**src/rtl/taf_pkg.sv**
```systemverilog
// Shared types, constants and helpers for the triangle adjacency finder.
`default_nettype none
package taf_pkg;

  localparam int MAX_TRIANGLES_DEF     = 64;
  localparam int VERTEX_INDEX_BITS_DEF = 16;
  localparam int TRI_W  = 6;
  localparam int CNT_W  = 7;
  localparam int NB_W   = 7;
  localparam int EDGE_W = 2;
  localparam logic [NB_W-1:0] NB_NONE = NB_W'(64);

  typedef enum logic [1:0] {
    ST_IDLE,
    ST_SEARCH,
    ST_DRAIN,
    ST_OUT
  } state_e;

  typedef struct packed {
    logic              vld;
    logic [TRI_W-1:0]  tidx;
    logic [EDGE_W-1:0] edg;
    logic              fnd;
    logic [EDGE_W-1:0] be2;
    logic [TRI_W-1:0]  bu;
  } qry_t;

  typedef struct packed {
    logic              en;
    logic [TRI_W-1:0]  tidx;
    logic [EDGE_W-1:0] edg;
    logic [TRI_W-1:0]  uidx;
    logic [EDGE_W-1:0] ue2;
  } wr_t;

  typedef logic [2:0][NB_W-1:0] nb_t;

  function automatic logic [EDGE_W-1:0] next_edge(input logic [EDGE_W-1:0] e);
    logic [EDGE_W-1:0] r;
    case (e)
      2'd0:    r = 2'd1;
      2'd1:    r = 2'd2;
      default: r = 2'd0;
    endcase
    return r;
  endfunction

endpackage
`default_nettype wire

```
**src/rtl/taf_cell.sv**
```systemverilog
// One chain cell: stores a triangle and its neighbours, matches passing edge queries.
`default_nettype none
module taf_cell
  import taf_pkg::*;
#(
  parameter int VB = VERTEX_INDEX_BITS_DEF
) (
  input  wire logic             clk_i,
  input  wire logic             rst_ni,
  input  wire logic [TRI_W-1:0] idx_i,
  input  wire logic [CNT_W-1:0] count_i,
  input  wire logic             load_i,
  input  wire logic [2:0][VB-1:0] vert_i,
  input  wire logic             clr_i,
  input  wire logic             shift_i,
  input  wire nb_t              nb_next_i,
  output nb_t                   nb_o,
  input  wire wr_t              wr_i,
  input  wire qry_t             q_i,
  input  wire logic [VB-1:0]    pv_i,
  input  wire logic [VB-1:0]    qv_i,
  output qry_t                  q_o,
  output logic [VB-1:0]         pv_o,
  output logic [VB-1:0]         qv_o
);

  logic [2:0][VB-1:0] vert_q;
  nb_t                nb_q;
  qry_t               q_q, q_d;
  logic [VB-1:0]      pv_q, pv_d, qv_q, qv_d;
  logic [2:0]         hit;
  logic [EDGE_W-1:0]  fe;
  logic               active;

  always_comb begin
    for (int e = 0; e < 3; e++) begin
      hit[e] = (vert_q[e] == qv_i) && (vert_q[next_edge(EDGE_W'(e))] == pv_i);
    end
    if (hit[0]) begin
      fe = 2'd0;
    end else if (hit[1]) begin
      fe = 2'd1;
    end else begin
      fe = 2'd2;
    end
    active = q_i.vld && (idx_i > q_i.tidx) && ({1'b0, idx_i} < count_i);
    q_d  = q_i;
    pv_d = pv_i;
    qv_d = qv_i;
    if (q_i.vld && (idx_i == q_i.tidx)) begin
      pv_d = vert_q[q_i.edg];
      qv_d = vert_q[next_edge(q_i.edg)];
    end
    if (active && (|hit) && (!q_i.fnd || (fe < q_i.be2))) begin
      q_d.fnd = 1'b1;
      q_d.be2 = fe;
      q_d.bu  = idx_i;
    end
  end

  always_ff @(posedge clk_i or negedge rst_ni) begin
    if (!rst_ni) begin
      q_q <= '0;
    end else begin
      q_q <= q_d;
    end
  end

  always_ff @(posedge clk_i) begin
    pv_q     <= pv_d;
    qv_q     <= qv_d;
    if (load_i && ({1'b0, idx_i} == count_i)) begin
      vert_q <= vert_i;
    end
    if (clr_i) begin
      nb_q <= {3{NB_NONE}};
    end else if (shift_i) begin
      nb_q <= nb_next_i;
    end else begin
      if (wr_i.en && (wr_i.tidx == idx_i)) begin
        nb_q[wr_i.edg] <= {1'b0, wr_i.uidx};
      end
      if (wr_i.en && (wr_i.uidx == idx_i)) begin
        nb_q[wr_i.ue2] <= {1'b0, wr_i.tidx};
      end
    end
  end

  assign q_o  = q_q;
  assign pv_o = pv_q;
  assign qv_o = qv_q;
  assign nb_o = nb_q;

endmodule
`default_nettype wire
```
**config.mk**
```make
export PLATFORM = sky130hd
export DESIGN_NAME = taf_cell
export DESIGN_NICKNAME = d
export VERILOG_FILES = /design/src/rtl/taf_pkg.sv /design/src/rtl/taf_cell.sv
export SDC_FILE = /design/constraint.sdc
export NUM_CORES = 1
export LEC_CHECK = 0
export ABC_CLOCK_PERIOD_IN_PS = 2900
export BUFFER_PORTS_ARGS = -buffer_cell sky130_fd_sc_hd__buf_2
export CAP_MARGIN = 20
export CELL_PAD_IN_SITES_DETAIL_PLACEMENT = 1
export CELL_PAD_IN_SITES_GLOBAL_PLACEMENT = 2
export CORE_ASPECT_RATIO = 1.2
export CORE_MARGIN = 2
export CORE_UTILIZATION = 31
export CTS_BUF_LIST = sky130_fd_sc_hd__clkbuf_8
export DETAILED_ROUTE_END_ITERATION = 12
export PLACE_DENSITY_LB_ADDON = 0.15
export SLEW_MARGIN = 0
export SYNTH_ARGS = -nofsm -noshare
export SYNTH_HDL_FRONTEND = slang
export SYNTH_SLANG_ARGS = --single-unit
```
**constraint.sdc**
```tcl
create_clock -name clk_i -period 2.9 [get_ports clk_i]
set_clock_uncertainty 0.1 [all_clocks]
set_input_delay 0.435 -clock clk_i [delete_from_list [all_inputs] [get_ports clk_i]]
set_output_delay 0.435 -clock clk_i [all_outputs]
set_load 0.02 [all_outputs]
```
; Word level (Yosys, flattened, before mapping)
; Index checks and enable logic that the tools add are counted.
[classes]
n_eq_ne = 11
mux = 22
reduce_logical = 17
order_cmp = 9
[op_table]
columns = cell, n
row1 = 2-to-1 mux 21 bit, 5
row2 = equality test 16 bit, 6
row3 = binary-select mux 16 bit (select 2 bit), 2
row4 = 2-to-1 mux 16 bit, 4
row5 = bitwise mux 21 bit, 2
row6 = demux 7 bit (select 2 bit), 2
row7 = equality test 6 bit, 3
row8 = 2-to-1 mux 7 bit, 2
row9 = logical AND 1 bit, 13
row10 = < comparator 2 x 3 -> 1 bit (second input constant), 4
row11 = 2-to-1 mux 9 bit, 1
row12 = equality test 6 x 7 -> 1 bit, 1
row13 = < comparator 6 x 7 -> 1 bit, 1
row14 = greater-than comparator 6 bit, 1
row15 = 2-to-1 mux 2 bit, 3
row16 = greater-or-equal comparator 2 x 1 -> 1 bit (second input constant), 2
row17 = one-hot mux 2 bit (2 select lines), 1
row18 = OR reduction 3 bit, 1
row19 = equality test 2 x 1 -> 1 bit (second input constant), 1
row20 = logical NOT 2 bit, 1
row21 = < comparator 2 bit, 1
row22 = logical NOT 1 bit, 1
row23 = logical OR 1 bit, 1
[word_totals]
wordCells = 73
reg_bits = 119

; Depth between registers and ports, before layout
[depth]
ltp_word = 11
depth_mapped = 9
mapped_depth_nobuf = 9

; Worst setup path after synthesis
; No wires, ideal clock.
[synth_path]
kind = input-to-reg
from = input port count_i[4]
to = register vert_q[0] (netlist name), enable pin
n_path_buf = 0
cell_stages = 4
arrival_ps = 2900
required_time_ps = 2346
setup_slack_ps = -553
cell_sequence = inv_1 ha_1 nand4b_1 nor2_1
[synth_between]
elab_chain_cells = 2
[synth_rtl]
columns = element, line_no
row1 = start: declaration, taf_cell.sv:11  ; input wire logic [CNT_W-1:0] count_i,
row2 = equality test 6 x 7 -> 1 bit, taf_cell.sv:72  ; if (load_i && ({1'b0, idx_i} == count_i)) begin
row3 = logical AND 1 bit, taf_cell.sv:72
row4 = end signal: assignment, taf_cell.sv:73  ; vert_q <= vert_i;
row5 = end: declaration, taf_cell.sv:27  ; logic [2:0][VB-1:0] vert_q;
; No other way between the ends.
; A chain may end at the register's enable or synchronous reset.

==> summary.txt <==
post-route setup TNS: 0 ns
post-synthesis async set-or-reset flop share: 15.1%
ordered list of cells on the worst path: xnor2_2 > buf_4 > nand4_1 > nor4_1 > a21oi_2 > ha_1 > o21ai_1 > o211ai_2 > buf_6 > mux2_2
Top Layer Used: met4
final slew viol count: 0
die outline width: 134 µm
Max Cap Viol: 0
kind of capture point of the worst setup path: register
Detailed Route WL: 22,300 µm
count of nets left with antenna violations after detail routing: 0
largest vdd supply drop: 242 µV
unrepaired setup endpoints after global routing: yes
post-layout min period: 2.81 ns
clock buffer count from CTS: 17
peak fanout along the critical path: 8
first-pass GRT wire length: 34,300 µm
slew at the pin with the worst max-slew slack: 0.580 ns
fraction of final layout cells with drive strength greater than 1: 37.1%
Longest Clk Path Bufs: 2
latest clock arrival within the worst-skew pair: 0.43 ns
clock tree root driver cell: clkbuf_8
antenna violations before repair: 0
Net Count, Synth: 775
clock-pin slew on the worst setup and hold paths: 0.07 ns
Commonest cells post-synth: 64 x xnor2_1, 55 x nand2_1, 53 x dfxtp_1
CTS tree: done
worst path bufs/invs: 2
met1 wire length: 9100 µm
Syn Inst Count: 608
detailed placer's ending HPWL: 17,100 µm
Area Growth Syn to Fin: 35.9%
overall via count from detail_route: 5,629
# IOs: 225
number of enable-type register cells in the synthesized netlist: 48
pin count of the biggest net entering global routing: 65
fraction of post-synthesis cell area in the top cell type by area: 22.9%
DIE HEIGHT: 160 µm
final setup violating endpoints: 0
WL/cell: 19.3 µm
antenna cell count: 0
power consumption: 4100 µW
top cells by area, synth: edfxtp_1 23%, dfxtp_1 17%, xnor2_1 8.9%
Filler Cells Inserted: 2,357
Critical Path Source Type: register
library cell with the highest instance count after synthesis: xnor2_1
required time of the critical path: 3.11 ns
All-Layer GR Usage: 21.1%
endpoints failing hold: 0
sequential element share of the synthesized area: 46.8%
delay contributed by the slowest stage of the critical path: 0.50 ns
count of TritonRoute iterations in the first routing pass: 4
Synth area leader: edfxtp_1
vias per std cell: 4.87
Worst EP arrival: 3.02 ns
# H-tree levels: 4
Yosys warnings: 0
starting density of the core: 31.4%
number of global-route vias before repair: 6,062
number of storage elements in the synthesis netlist: 119
total congestion overflow: 0
Largest delay share family, worst path: flip-flops
result of the run: completed
Die Footprint: 0.0215 mm²
Initial DRC Count: 147
GPL Wtd Cong: 0.852
Storage cell area: 0.00295 mm²
CP max-delay cell: edfxtp_1
number of placement rows: 57
count of distinct cell types in the synthesized netlist: 41
class of the most critical hold timing path: in -> reg
Mapped Area: 0.00631 mm²
number of DRC violations after detailed routing: 0
Worst Setup Path Type: reg -> reg
Detail Route met3 WL: 1100 µm
max frequency: 356 MHz
placeable core region: 0.0201 mm²
Nets: 1,045
# port buffers: 224
period utilisation layout: 96.7%
Lkg Pwr: 0.00381 µW
clock sink total: 119
combined area of the multi-input logic cells: 0.00322 mm²
metal2 WL: 11,700 µm
Power per Cell Area: 479 mW/mm²
Rel. slew slack: 61.4%
Most used DFF post-synth: dfxtp_1
Avg Inst Size Synth: 10.4 µm²
==> metal layers <==
metal  vias to the layer above  global-route usage [%]
met5                         -                       0
met4                         0                    6.70
met3                        25                    4.73
met2                       177                    38.6
met1                      2731                    24.1
li1                       2696                       -
==> cells by family (layout without fill, tap and decap cells) <==
kind of cell | after synthesis | count (layout) | synth area share [%]
AND/OR/NAND/NOR | 146 | 146 | 11.2
flip-flops | 119 | 119 | 46.8
AO/OA/AOI/OAI | 109 | 109 | 9.84
XOR/XNOR | 108 | 108 | 15.0
multiplexers | 70 | 70 | 11.8
buffers and inverters | 43 | 326 | 2.74
adder cells (fa/ha/maj) | 13 | 13 | 2.58
==> sequential cells by signal (all words and copies together), names as in the netlist <==
register / count
qv_o: 16
q_o: 18
nb_o: 21
pv_o: 16
vert_q: 48
==> metrics by stage <==
stage	area (µm²)	instances	hold WS, ns	util (%)	worst slack (ns)
after detailed placement	7980	1108	0.289	39.7	-0.170
after global placement	7980	1108	0.282	39.7	-0.0583
after CTS	8500	1148	0.0120	42.2	0.0322
after global routing	8570	1156	0.0145	42.6	-0.0272
final	8570	1156	0.0598	42.6	0.0946
after floorplan	6310	608	0.0394	-	0.230
==> where the power goes <==
part,total [µW],switching (µW),internal (µW),leakage [µW]
logic,650,371,279,0.00251
clock network,1630,701,925,0.000215
registers,1830,23.8,1800,0.00108
total,4100,1100,3010,0.00381
==> timing repair <==
item | 4_1_cts | 5_1_grt
hold endpoints to repair | 24 | 0
cloned | 0 | 0
setup buffers | 1 | 8
pin swaps | 1 | 5
hold buffers | 7 | 0
resized for setup | 4 | 3
endpoints found under the setup margin | 7 | 7
==> final cells by class <==
cell class | instances | area share, %
clock buffers | 17 | 2.73
clock inverters | 15 | 2.19
inverters | 16 | 0.701
multi-input cells | 446 | 37.6
flip-flops and latches | 119 | 34.5
well taps | 265 | 3.87
repair buffers | 278 | 18.5
==> cell usage in the layout, fill, tap and decap left out, types with 7 or more instances in the layout <==
| cell type | synthesis | final |
|---|---|---|
| a21oi_1 | 44 | 43 |
| buf_2 | 0 | 224 |
| buf_4 | 1 | 43 |
| clkbuf_8 | 0 | 17 |
| dfrtp_1 | 18 | 18 |
| dfxtp_1 | 53 | 53 |
| dlygate4sd3_1 | 0 | 7 |
| edfxtp_1 | 48 | 48 |
| ha_1 | 13 | 13 |
| inv_1 | 16 | 18 |
| mux2_2 | 13 | 13 |
| mux2i_1 | 51 | 51 |
| nand2_1 | 55 | 55 |
| nand4_1 | 21 | 21 |
| nor2_1 | 40 | 39 |
| nor4_1 | 14 | 13 |
| o21ai_0 | 35 | 34 |
| o22ai_1 | 12 | 12 |
| xnor2_1 | 64 | 62 |
| xor2_1 | 44 | 44 |
==> worst paths after layout <==
path / start / cells past startpoint / slack, ns / endpoint
min in group asynchronous: rst_ni / 2 / 0.37 / q_o[9]
max in group asynchronous: rst_ni / 2 / 2.05 / q_o[6]
worst max register to register: vert_q[23] / 10 / 0.09 / q_o[3]
worst max-delay path: vert_q[23] / 10 / 0.09 / q_o[3]
worst min-delay path: q_i[17] / 1 / 0.06 / q_o[17]
worst min register to register: nb_o[13] / 2 / 0.37 / nb_o[13]
(Power assumes the default switching activity.)
